<file path="src/rtl/ins_frame_sync_checksum_decoder_assert.svh">
// Assertion macros shared by the frame decoder modules.
// The macros expect a signal named clk in the including module; IFSC_ASSERT also expects rst.
`ifndef INS_FRAME_SYNC_CHECKSUM_DECODER_ASSERT_SVH
`define INS_FRAME_SYNC_CHECKSUM_DECODER_ASSERT_SVH

// Clocked check that is switched off while reset is high.
`define IFSC_ASSERT(lbl, prop, msg) \
  lbl: assert property (@(posedge clk) disable iff (rst) (prop)) else $error(msg);

// Clocked check that also holds during reset.
`define IFSC_ASSERT_ALWAYS(lbl, prop, msg) \
  lbl: assert property (@(posedge clk) (prop)) else $error(msg);

`endif

</file>
<file path="src/rtl/ifsc_pkg.sv">
// Shared types, constants and the frame field layout of the frame decoder.
// No dependencies; imported by ifsc_if, ifsc_ctrl, ifsc_dp, the top level and the testbench.
`default_nettype none

package ifsc_pkg;

  localparam int FRAME_BYTES = 170;
  localparam int ADDR_W      = 8;
  localparam int FIELD_COUNT = 41;
  localparam int FIELD_W     = 6;
  localparam int VALUE_W     = 64;
  localparam int FIELD_BASE  = 30;
  localparam int CHECK_POS   = 168;

  localparam logic [7:0] HDR0 = 8'hAA;
  localparam logic [7:0] HDR1 = 8'h55;

  localparam logic [FIELD_W-1:0] LAST_FIELD = FIELD_W'(FIELD_COUNT - 1);

  typedef enum logic [2:0] {
    ST_IDLE,
    ST_RD_H0,
    ST_RD_H1,
    ST_RD_C0,
    ST_CHECK,
    ST_DECIDE,
    ST_FETCH,
    ST_EMIT
  } ctrl_state_t;

  typedef enum logic [1:0] {
    RSEL_H0,
    RSEL_H1,
    RSEL_C0,
    RSEL_FIELD
  } rd_sel_t;

  typedef struct packed {
    logic [7:0] off;
    logic [3:0] size;
    logic       sgn;
  } field_desc_t;

  typedef struct packed {
    logic               rx_ready;
    rd_sel_t            rd_sel;
    logic               cap_h0;
    logic               cap_h1;
    logic               cap_c0;
    logic               slide;
    logic               flush;
    logic               asm_clr;
    logic               asm_en;
    logic [2:0]         asm_lane;
    logic               out_load;
    logic [FIELD_W-1:0] field;
    logic [2:0]         byte_k;
  } ifsc_cmd_t;

  typedef struct packed {
    logic rx_accept;
    logic fill_almost;
    logic frame_good;
    logic out_free;
  } ifsc_stat_t;

  function automatic field_desc_t fd(input logic [7:0] off, input logic [3:0] size,
                                     input logic sgn);
    field_desc_t d;
    d.off  = off;
    d.size = size;
    d.sgn  = sgn;
    return d;
  endfunction

  // Offset from the payload base, size in bytes and signedness of each field.
  function automatic field_desc_t field_desc(input logic [FIELD_W-1:0] idx);
    field_desc_t d;
    case (idx)
      6'd0:    d = fd(8'd0,   4'd2, 1'b0);
      6'd1:    d = fd(8'd2,   4'd2, 1'b1);
      6'd2:    d = fd(8'd4,   4'd2, 1'b1);
      6'd3:    d = fd(8'd6,   4'd4, 1'b1);
      6'd4:    d = fd(8'd10,  4'd4, 1'b1);
      6'd5:    d = fd(8'd14,  4'd4, 1'b1);
      6'd6:    d = fd(8'd18,  4'd4, 1'b1);
      6'd7:    d = fd(8'd22,  4'd4, 1'b1);
      6'd8:    d = fd(8'd26,  4'd4, 1'b1);
      6'd9:    d = fd(8'd30,  4'd2, 1'b1);
      6'd10:   d = fd(8'd32,  4'd2, 1'b1);
      6'd11:   d = fd(8'd34,  4'd2, 1'b1);
      6'd12:   d = fd(8'd36,  4'd2, 1'b0);
      6'd13:   d = fd(8'd38,  4'd2, 1'b0);
      6'd14:   d = fd(8'd40,  4'd2, 1'b1);
      6'd15:   d = fd(8'd42,  4'd8, 1'b1);
      6'd16:   d = fd(8'd50,  4'd8, 1'b1);
      6'd17:   d = fd(8'd58,  4'd4, 1'b1);
      6'd18:   d = fd(8'd62,  4'd4, 1'b1);
      6'd19:   d = fd(8'd66,  4'd4, 1'b1);
      6'd20:   d = fd(8'd70,  4'd4, 1'b1);
      6'd21:   d = fd(8'd74,  4'd8, 1'b1);
      6'd22:   d = fd(8'd82,  4'd8, 1'b1);
      6'd23:   d = fd(8'd90,  4'd4, 1'b1);
      6'd24:   d = fd(8'd94,  4'd4, 1'b1);
      6'd25:   d = fd(8'd98,  4'd2, 1'b0);
      6'd26:   d = fd(8'd100, 4'd4, 1'b1);
      6'd27:   d = fd(8'd104, 4'd4, 1'b0);
      6'd28:   d = fd(8'd108, 4'd1, 1'b0);
      6'd29:   d = fd(8'd109, 4'd1, 1'b0);
      6'd30:   d = fd(8'd110, 4'd1, 1'b0);
      6'd31:   d = fd(8'd111, 4'd2, 1'b0);
      6'd32:   d = fd(8'd113, 4'd1, 1'b0);
      6'd33:   d = fd(8'd114, 4'd2, 1'b0);
      6'd34:   d = fd(8'd116, 4'd2, 1'b1);
      6'd35:   d = fd(8'd118, 4'd1, 1'b0);
      6'd36:   d = fd(8'd119, 4'd1, 1'b0);
      6'd37:   d = fd(8'd120, 4'd2, 1'b0);
      6'd38:   d = fd(8'd122, 4'd2, 1'b0);
      6'd39:   d = fd(8'd124, 4'd4, 1'b1);
      6'd40:   d = fd(8'd128, 4'd1, 1'b0);
      default: d = fd(8'd0,   4'd1, 1'b0);
    endcase
    return d;
  endfunction

endpackage

`default_nettype wire

</file>
<file path="src/rtl/ifsc_if.sv">
// Valid/ready channel interfaces for received bytes and decoded field words.
// Depends on ifsc_pkg for the field widths.
`default_nettype none

interface ifsc_byte_if;
  logic       valid;
  logic       ready;
  logic [7:0] rx_byte;

  modport source (output valid, output rx_byte, input ready);
  modport sink (input valid, input rx_byte, output ready);
endinterface

interface ifsc_field_if;
  import ifsc_pkg::*;
  logic                      valid;
  logic                      ready;
  logic [FIELD_W-1:0]        field_index;
  logic signed [VALUE_W-1:0] field_value;
  logic                      last_field;

  modport source (output valid, output field_index, output field_value,
                  output last_field, input ready);
  modport sink (input valid, input field_index, input field_value,
                input last_field, output ready);
endinterface

`default_nettype wire

</file>
<file path="src/rtl/ins_frame_sync_checksum_decoder.sv">
// Inertial unit frame synchronizer and checksum decoder, top level.
// Depends on ifsc_pkg, ifsc_if, ifsc_ram, ifsc_ctrl and ifsc_dp.
//
// Usage:
// The rx channel takes one received byte per word. Bytes are kept in a
// 170-byte sliding window held in a small RAM. While the window is not yet
// full rx stays ready and a byte is taken whenever one is offered.
// The byte that fills the window starts a frame test: three RAM reads fetch
// the header and low check byte, then the header and the 16-bit sum of
// bytes 2..167 are compared. A failed test drops the oldest byte, so every
// further byte starts a new test until a frame is found.
// A good frame sends 41 words on tx, field 0 first and last_field set on
// field 40. Each field is read one byte a cycle from the RAM port, and rx
// is held low during readout. A stall on tx holds the output register and
// the readout waits; the final word may still be pending while new bytes
// are taken. Reset empties the window and drops any pending word.
`default_nettype none

module ins_frame_sync_checksum_decoder (
  input  logic         clk,
  input  logic         rst,
  ifsc_byte_if.sink    rx,
  ifsc_field_if.source tx
);
  import ifsc_pkg::*;

  ifsc_cmd_t  cmd;
  ifsc_stat_t stat;

  ifsc_ctrl u_ctrl (
    .clk  (clk),
    .rst  (rst),
    .stat (stat),
    .cmd  (cmd)
  );

  ifsc_dp u_dp (
    .clk  (clk),
    .rst  (rst),
    .cmd  (cmd),
    .stat (stat),
    .rx   (rx),
    .tx   (tx)
  );

endmodule

`default_nettype wire

</file>
<file path="src/rtl/ifsc_ram.sv">
// Generic simple dual-port RAM: one write port, one read port with registered data.
// No dependencies.
`default_nettype none

module ifsc_ram #(
  parameter int WIDTH = 8,
  parameter int DEPTH = 170,
  localparam int AW = $clog2(DEPTH)
) (
  input  logic             clk,
  input  logic             we,
  input  logic [AW-1:0]    waddr,
  input  logic [WIDTH-1:0] wdata,
  input  logic [AW-1:0]    raddr,
  output logic [WIDTH-1:0] rdata
);

  logic [WIDTH-1:0] mem [DEPTH];

  always_ff @(posedge clk) begin
    if (we) begin
      mem[waddr] <= wdata;
    end
    rdata <= mem[raddr];
  end

endmodule

`default_nettype wire

</file>
<file path="src/rtl/ifsc_ctrl.sv">
// Sequencer of the frame decoder: frame test steps and field-by-field readout.
// Depends on ifsc_pkg and the assertion macro header.
`default_nettype none

module ifsc_ctrl (
  input  logic                  clk,
  input  logic                  rst,
  input  ifsc_pkg::ifsc_stat_t  stat,
  output ifsc_pkg::ifsc_cmd_t   cmd
);
  import ifsc_pkg::*;
  `include "ins_frame_sync_checksum_decoder_assert.svh"

  ctrl_state_t        state, state_next;
  logic [FIELD_W-1:0] field, field_next;
  logic [3:0]         byte_k, byte_k_next;
  field_desc_t        fdesc;
  logic [3:0]         fsize;

  assign fdesc = field_desc(field);
  assign fsize = fdesc.size;

  always_ff @(posedge clk) begin
    if (rst) begin
      state  <= ST_IDLE;
      field  <= '0;
      byte_k <= '0;
    end else begin
      state  <= state_next;
      field  <= field_next;
      byte_k <= byte_k_next;
    end
  end

  always_comb begin
    state_next  = state;
    field_next  = field;
    byte_k_next = byte_k;
    case (state)
      ST_IDLE: begin
        if (stat.rx_accept && stat.fill_almost) begin
          state_next = ST_RD_H0;
        end
      end
      ST_RD_H0:  state_next = ST_RD_H1;
      ST_RD_H1:  state_next = ST_RD_C0;
      ST_RD_C0:  state_next = ST_CHECK;
      ST_CHECK:  state_next = ST_DECIDE;
      ST_DECIDE: begin
        if (stat.frame_good) begin
          state_next  = ST_FETCH;
          field_next  = '0;
          byte_k_next = '0;
        end else begin
          state_next = ST_IDLE;
        end
      end
      ST_FETCH: begin
        // The last byte of the field lands in the assembly register on this edge.
        if (byte_k == fsize) begin
          state_next = ST_EMIT;
        end else begin
          byte_k_next = byte_k + 4'd1;
        end
      end
      ST_EMIT: begin
        if (stat.out_free) begin
          if (field == LAST_FIELD) begin
            state_next = ST_IDLE;
          end else begin
            state_next  = ST_FETCH;
            field_next  = field + FIELD_W'(1);
            byte_k_next = '0;
          end
        end
      end
      default: state_next = ST_IDLE;
    endcase
  end

  always_comb begin
    cmd          = '0;
    cmd.rd_sel   = RSEL_FIELD;
    cmd.field    = field;
    cmd.byte_k   = byte_k[2:0];
    cmd.asm_lane = 3'(byte_k - 4'd1);
    case (state)
      ST_IDLE:   cmd.rx_ready = 1'b1;
      ST_RD_H0:  cmd.rd_sel = RSEL_H0;
      ST_RD_H1: begin
        cmd.rd_sel = RSEL_H1;
        cmd.cap_h0 = 1'b1;
      end
      ST_RD_C0: begin
        cmd.rd_sel = RSEL_C0;
        cmd.cap_h1 = 1'b1;
      end
      ST_CHECK:  cmd.cap_c0 = 1'b1;
      ST_DECIDE: cmd.slide = !stat.frame_good;
      ST_FETCH: begin
        cmd.asm_clr = (byte_k == 4'd0);
        cmd.asm_en  = (byte_k != 4'd0);
      end
      ST_EMIT: begin
        cmd.out_load = stat.out_free;
        cmd.flush    = stat.out_free && (field == LAST_FIELD);
      end
      default: cmd.rx_ready = 1'b0;
    endcase
  end

  `IFSC_ASSERT(a_fetch_bound, (state == ST_FETCH) |-> (byte_k <= fsize), "byte count past size")
  `IFSC_ASSERT(a_ready_idle, cmd.rx_ready |-> (state == ST_IDLE), "rx ready outside idle")
  `IFSC_ASSERT(a_flush_last, cmd.flush |-> (field == LAST_FIELD), "flush before last field")

endmodule

`default_nettype wire

</file>
<file path="src/rtl/ifsc_dp.sv">
// Datapath of the frame decoder: byte window store, running sum, frame test,
// field assembly and the output register. Depends on ifsc_pkg, ifsc_if, ifsc_ram.
`default_nettype none

module ifsc_dp (
  input  logic                 clk,
  input  logic                 rst,
  input  ifsc_pkg::ifsc_cmd_t  cmd,
  output ifsc_pkg::ifsc_stat_t stat,
  ifsc_byte_if.sink            rx,
  ifsc_field_if.source         tx
);
  import ifsc_pkg::*;
  `include "ins_frame_sync_checksum_decoder_assert.svh"

  logic [7:0]         fill;
  logic [ADDR_W-1:0]  start;
  logic [15:0]        sum;
  logic [7:0]         last_byte;
  logic [7:0]         h0, h1, c0;
  logic [VALUE_W-1:0] asm_word;

  logic                      out_valid;
  logic [FIELD_W-1:0]        out_idx;
  logic signed [VALUE_W-1:0] out_val;
  logic                      out_last;

  logic              accept;
  logic [ADDR_W-1:0] waddr, raddr;
  logic [7:0]        rdata;
  logic [7:0]        rpos;
  field_desc_t       desc;
  logic [15:0]       payload_sum;

  function automatic logic [ADDR_W-1:0] wrap_pos(input logic [ADDR_W-1:0] base,
                                                 input logic [7:0] pos);
    logic [8:0] s;
    s = {1'b0, base} + {1'b0, pos};
    if (s >= 9'(FRAME_BYTES)) begin
      s = s - 9'(FRAME_BYTES);
    end
    return s[ADDR_W-1:0];
  endfunction

  function automatic logic [VALUE_W-1:0] extend(input logic [VALUE_W-1:0] v,
                                                input field_desc_t d);
    logic [VALUE_W-1:0] r;
    case (d.size)
      4'd1:    r = {{56{d.sgn & v[7]}}, v[7:0]};
      4'd2:    r = {{48{d.sgn & v[15]}}, v[15:0]};
      4'd4:    r = {{32{d.sgn & v[31]}}, v[31:0]};
      default: r = v;
    endcase
    return r;
  endfunction

  assign accept   = rx.valid && cmd.rx_ready;
  assign rx.ready = cmd.rx_ready;
  assign desc     = field_desc(cmd.field);
  assign waddr    = wrap_pos(start, fill);

  always_comb begin
    case (cmd.rd_sel)
      RSEL_H0:    rpos = 8'd0;
      RSEL_H1:    rpos = 8'd1;
      RSEL_C0:    rpos = 8'(CHECK_POS);
      RSEL_FIELD: rpos = 8'(FIELD_BASE) + desc.off + {5'b0, cmd.byte_k};
      default:    rpos = 8'd0;
    endcase
  end

  assign raddr = wrap_pos(start, rpos);

  ifsc_ram #(
    .WIDTH (8),
    .DEPTH (FRAME_BYTES)
  ) u_window (
    .clk   (clk),
    .we    (accept),
    .waddr (waddr),
    .wdata (rx.rx_byte),
    .raddr (raddr),
    .rdata (rdata)
  );

  // The running sum covers all held bytes; remove the header and check bytes.
  assign payload_sum = sum - {8'd0, h0} - {8'd0, h1} - {8'd0, c0} - {8'd0, last_byte};

  assign stat.rx_accept   = accept;
  assign stat.fill_almost = (fill == 8'(FRAME_BYTES - 1));
  assign stat.frame_good  = (h0 == HDR0) && (h1 == HDR1) && (payload_sum == {last_byte, c0});
  assign stat.out_free    = !out_valid || tx.ready;

  always_ff @(posedge clk) begin
    if (rst) begin
      fill  <= '0;
      start <= '0;
      sum   <= '0;
    end else if (accept) begin
      fill <= fill + 8'd1;
      sum  <= sum + {8'd0, rx.rx_byte};
    end else if (cmd.slide) begin
      fill  <= fill - 8'd1;
      sum   <= sum - {8'd0, h0};
      start <= (start == ADDR_W'(FRAME_BYTES - 1)) ? '0 : start + ADDR_W'(1);
    end else if (cmd.flush) begin
      fill <= '0;
      sum  <= '0;
    end
  end

  always_ff @(posedge clk) begin
    if (accept) begin
      last_byte <= rx.rx_byte;
    end
    if (cmd.cap_h0) begin
      h0 <= rdata;
    end
    if (cmd.cap_h1) begin
      h1 <= rdata;
    end
    if (cmd.cap_c0) begin
      c0 <= rdata;
    end
    if (cmd.asm_clr) begin
      asm_word <= '0;
    end else if (cmd.asm_en) begin
      asm_word[{cmd.asm_lane, 3'b000} +: 8] <= rdata;
    end
  end

  always_ff @(posedge clk) begin
    if (rst) begin
      out_valid <= 1'b0;
    end else if (cmd.out_load) begin
      out_valid <= 1'b1;
    end else if (tx.ready) begin
      out_valid <= 1'b0;
    end
  end

  always_ff @(posedge clk) begin
    if (cmd.out_load) begin
      out_idx  <= cmd.field;
      out_val  <= extend(asm_word, desc);
      out_last <= (cmd.field == LAST_FIELD);
    end
  end

  assign tx.valid       = out_valid;
  assign tx.field_index = out_idx;
  assign tx.field_value = out_val;
  assign tx.last_field  = out_last;

  `IFSC_ASSERT(a_fill_range, fill <= 8'(FRAME_BYTES), "window fill beyond frame length")
  `IFSC_ASSERT(a_load_free, cmd.out_load |-> (!out_valid || tx.ready), "output word overwritten")
  `IFSC_ASSERT(a_slide_fill, cmd.slide |=> (fill == 8'(FRAME_BYTES - 1)), "slide left wrong fill")

endmodule

`default_nettype wire

</file>
<file path="src/flat_wrapper.sv">
// flat-port wrapper written by rule: the top's interface ports become plain ports
module ins_frame_sync_checksum_decoder_flat import ifsc_pkg::*;
  (clk, rst, rx_valid, rx_rx_byte, rx_ready, tx_valid, tx_field_index, tx_field_value, tx_last_field, tx_ready);
  ifsc_byte_if rx_i ();
  ifsc_field_if tx_i ();
  input  logic clk;
  input  logic rst;
  input wire logic [$bits(rx_i.valid)-1:0] rx_valid;
  input wire logic [$bits(rx_i.rx_byte)-1:0] rx_rx_byte;
  output wire logic [$bits(rx_i.ready)-1:0] rx_ready;
  output wire logic [$bits(tx_i.valid)-1:0] tx_valid;
  output wire logic [$bits(tx_i.field_index)-1:0] tx_field_index;
  output wire logic [$bits(tx_i.field_value)-1:0] tx_field_value;
  output wire logic [$bits(tx_i.last_field)-1:0] tx_last_field;
  input wire logic [$bits(tx_i.ready)-1:0] tx_ready;
  assign rx_i.valid = rx_valid;
  assign rx_i.rx_byte = rx_rx_byte;
  assign rx_ready = rx_i.ready;
  assign tx_valid = tx_i.valid;
  assign tx_field_index = tx_i.field_index;
  assign tx_field_value = tx_i.field_value;
  assign tx_last_field = tx_i.last_field;
  assign tx_i.ready = tx_ready;
  ins_frame_sync_checksum_decoder u_core (.clk(clk), .rst(rst), .rx(rx_i), .tx(tx_i));
endmodule
</file>
<file path="config.mk">
export PLATFORM = sky130hd
export DESIGN_NAME = ins_frame_sync_checksum_decoder_flat
export DESIGN_NICKNAME = d
export VERILOG_FILES = /design/src/rtl/ifsc_pkg.sv /design/src/rtl/ifsc_if.sv /design/src/rtl/ins_frame_sync_checksum_decoder.sv /design/src/rtl/ifsc_ram.sv /design/src/rtl/ifsc_ctrl.sv /design/src/rtl/ifsc_dp.sv /design/src/flat_wrapper.sv
export VERILOG_INCLUDE_DIRS = /design/src /design/src/rtl
export SDC_FILE = /design/constraint.sdc
export NUM_CORES = 2
export LEC_CHECK = 0
export ABC_AREA = 1
export BUFFER_PORTS_ARGS = -buffer_cell sky130_fd_sc_hd__buf_4
export CAP_MARGIN = 15
export CORE_MARGIN = 3
export CORE_UTILIZATION = 35
export CTS_BUF_LIST = sky130_fd_sc_hd__clkbuf_16
export DETAILED_ROUTE_END_ITERATION = 12
export GPL_ROUTABILITY_DRIVEN = 0
export GPL_TIMING_DRIVEN = 0
export SYNTH_ARGS = -nofsm -noshare
export SYNTH_HDL_FRONTEND = slang
export SYNTH_SLANG_ARGS = --single-unit
</file>
<file path="constraint.sdc">
create_clock -name clk -period 10.6 [get_ports clk]
set_clock_uncertainty 0.05 [all_clocks]
set_input_delay 2.12 -clock clk [delete_from_list [all_inputs] [get_ports clk]]
set_output_delay 2.12 -clock clk [all_outputs]
set_load 0.02 [all_outputs]
</file>
==> results.json <==
{
  "outcome": "complete, no violations",
  "timing.slew.headroom": 0.0624,
  "placed_cells": 8324,
  "cp-start-kind": "register",
  "r2r-end": "u_core.u_dp.u_window.rdata[4]$_DFF_P_",
  "grt_setup_unrepaired": "no",
  "critical_path.max_fanout": 10,
  "endpoint": "u_core.u_dp.u_window.rdata[4]$_DFF_P_",
  "h_tree_levels": 4,
  "clock-root-buffer": "clkbuf_16",
  "hold_violations": 0,
  "post_cts_resize_count": 0,
  "worst_pin_slew_ns": 1.40,
  "syn_nets": 5707,
  "layoutNonFillerInstCount": 8637,
  "switchingPower_mw": 4.97,
  "power.ir.vdd_worst_uv": 168,
  "syn-cell-area_mm2": 0.0694,
  "drive_gt1_frac": 0.0948,
  "ant_nets": 0,
  "max_stage_delay_ns": 0.96,
  "post_detail_place_hpwl_um": 140000,
  "fill_cells": 18300,
  "combinationalPowerShare": 0.201,
  "final-max-slew-violation-count": 0,
  "synthTopCellsByArea": "edfxtp_1 63%, mux2i_1 9.7%, nand2_1 5.7%",
  "power_frac_clock": 0.358,
  "wire_per_inst_um": 24.0,
  "postRouteWirelength_um": 207000,
  "max_clock_freq_mhz": 140,
  "initial_core_util": 0.354,
  "ys_dominant_reg_cell": "edfxtp_1",
  "areaGrowthSynthToFinish_pct": 14.2,
  "classification_of_the_worst_setup_path": "reg2reg",
  "warning_count_from_the_yosys_run": 0,
  "power.switching_fraction": 0.312,
  "postSynthCellCount": 5594,
  "placeableCoreArea_mm2": 0.196,
  "p_leak_nw": 26.9,
  "final_core_area_utilization": 0.404,
  "die_width_um": 451,
  "layout.cells.most_common": "edfxtp_1",
  "num_rows": 162,
  "sequential_share_of_power": 0.441,
  "grt_pass1_vias": 43700,
  "avgSynthCellArea_um2": 12.4,
  "critical_path.most_common_cell": "nand2_1",
  "critPathArrivalTime_ns": 7.76,
  "final_period_minus_worst_setup_slack_ns": 7.14,
  "crit_path_end_kind": "register",
  "cts-root-to-sink-buffers": 3,
  "yosys.cell_types.count": 59,
  "via_cell_ratio": 5.29,
  "post-route-drc-count": 0,
  "ios": 85,
  "cell_taking_the_most_area_after_synthesis": "edfxtp_1",
  "internal_power_mw": 11.0,
  "worstSetupPathDepth": 29,
  "chipHeight_um": 451,
  "postCtsHoldBufs": 0,
  "timing.reg2reg.setup_slack_ns": 3.46,
  "clock_sinks": 1594,
  "yosysTopAreaCellShare": 0.633,
  "reg2reg_from": "u_core.u_ctrl.byte_k[1]$_SDFFE_PP0P_",
  "synth-edff-count": 1463,
  "die_area_mm2": 0.204,
  "p_total_mw": 16.0,
  "grt_start_max_net_pins": 129,
  "tritoncts": "done",
  "clkSlewWorstSetupHoldPaths_ns": 0.06,
  "setup_failing_eps_final": 0,
  "multi_input_gate_area_in_the_final_layout_mm2": 0.0205,
  "most-common-layout-cells": "1463 x edfxtp_1, 1062 x nand2_1, 705 x nand3_1",
  "wire_length_of_the_first_global_routing_pass_um": 297000,
  "vias": 45700,
  "required_ns": 11.22,
  "clk-insertion-delay-late_ns": 0.81,
  "max_cap_violations": 0,
  "portBuffers": 84,
  "type_of_the_most_critical_hold_path": "reg2reg",
  "cts_bufs_inserted": 167,
  "worst_path_dominant_cell_family": "simple AND/OR/NAND/NOR gates",
  "final_net_count": 5987,
  "crit_path_top_delay_cell": "clkbuf_1",
  "ys_seq_area_frac": 0.671,
  "detailedRoute.firstPassIterationCount": 7,
  "antenna_violations_before_repair": 6,
  "synth_seq_cells": 1594,
  "dr.first_iter.drc_count": 5394,
  "async_flop_share": 0,
  "final-seq-area_mm2": 0.0466,
  "count_of_cells_along_the_worst_register_to_register_path": 29,
  "grt.total_usage": 0.197,
  "critical_path.startpoint": "u_core.u_ctrl.byte_k[1]$_SDFFE_PP0P_",
  "min_period_over_period": 0.673,
  "timing.setup.tns_ns": 0,
  "crit_buf_inv": 8,
  "post_cts_buffers": 0,
  "grt_overflow_total": 0,
  "p_per_area_mw_per_mm2": 201
}
[cell families after synthesis]
kind of cell    after synthesis  share of synthesized area
simple gates               2273                      0.143
flops                      1594                      0.671
buf+inv                     555                     0.0331
xor+xnor                     54                    0.00761
fa+ha+maj                   101                     0.0205
compound gates              337                     0.0267
mux                         680                     0.0983
[layer usage]
layer	global-route usage	part of all wire	vias up
met5	0	0	-
met4	0.0837	0.043	0
met3	0.0394	0.088	436
met2	0.311	0.46	2178
met1	0.266	0.41	22500
li1	-	-	20500
[state kept, by name, summed over array words and instances, names as in the netlist, 13 cells and up]
register,flops
u_core.u_dp.tx.field_value,64
u_core.u_dp.sum,16
u_core.u_dp.u_window.mem,1360
u_core.u_dp.asm_word,64
u_core.u_dp.desc,13
[worst min path at each step]
stage	startpoint	endpoint	slack, ns	cells past startpoint
floorplan	u_core.u_dp.asm_word[0]$_SDFFE_PP0P_	u_core.u_dp.tx.field_value[0]$_DFFE_PP_	0.35	0
global placement	u_core.u_dp.asm_word[2]$_SDFFE_PP0P_	u_core.u_dp.tx.field_value[2]$_DFFE_PP_	0.37	0
detailed placement	u_core.u_dp.asm_word[6]$_SDFFE_PP0P_	u_core.u_dp.tx.field_value[6]$_DFFE_PP_	0.39	0
CTS	u_core.u_dp.asm_word[21]$_SDFFE_PP0P_	u_core.u_dp.asm_word[21]$_SDFFE_PP0P_	0.40	2
global route	u_core.u_dp.asm_word[54]$_SDFFE_PP0P_	u_core.u_dp.asm_word[54]$_SDFFE_PP0P_	0.42	2
finish	u_core.u_dp.asm_word[6]$_SDFFE_PP0P_	u_core.u_dp.tx.field_value[6]$_DFFE_PP_	0.40	0
[final cells by class]
| cell class | instances | share of cell area |
|---|---|---|
| clock buffer | 170 | 0.0537 |
| inverter | 284 | 0.0134 |
| buffer | 271 | 0.0155 |
| sequential | 1594 | 0.587 |
| tap | 2624 | 0.0414 |
| clock inverter | 136 | 0.0138 |
| multi-input combinational | 3445 | 0.259 |
| antenna | 2 | 0.0000631 |
| timing repair buffer | 111 | 0.0155 |
[power groups by stage]
| stage | Sequential, mW | Combinational, mW | Clock [mW] |
|---|---|---|---|
| after global routing | 7.04 | 3.39 | 6.03 |
| after detailed placement | 7.17 | 3.11 | 0 |
| final | 7.04 | 3.20 | 5.71 |
| after global placement | 7.17 | 3.07 | 0 |
| after CTS | 7.04 | 3.12 | 5.78 |
| after floorplan | 7.12 | 1.82 | 0 |
[synthesized netlist by cell type, types with 4 or more instances]
cell type and count:
a21oi_1 129, a31oi_1 5, buf_1 18, buf_2 84, buf_4 11, buf_6 9, clkbuf_1 149, clkinv_1 4
dfxtp_1 131, edfxtp_1 1463, fa_1 21, ha_1 80, inv_1 261, inv_2 19, mux2_2 8, mux2i_1 672
nand2_1 1062, nand2_2 24, nand2_4 6, nand3_1 705, nand3_2 17, nand3b_1 4, nand4_1 30, nor2_1 354
nor2_2 18, nor2_4 4, nor3_1 20, nor3b_1 4, nor4_1 10, o211ai_1 8, o21ai_0 141, o21ai_1 7
o22ai_1 11, o31ai_1 11, or2_2 8, xnor2_1 12, xor2_1 37
[per-stage QoR]
stage | area, µm² | hold WS (ns) | worst slack (ns)
after floorplan | 69400 | 0.353 | 4.35
after global placement | 73300 | 0.369 | 2.68
after detailed placement | 73800 | 0.386 | 3.87
after CTS | 79200 | 0.401 | 3.83
after global routing | 79300 | 0.417 | 3.36
final | 79300 | 0.398 | 3.46
(Power assumes the default switching activity.)
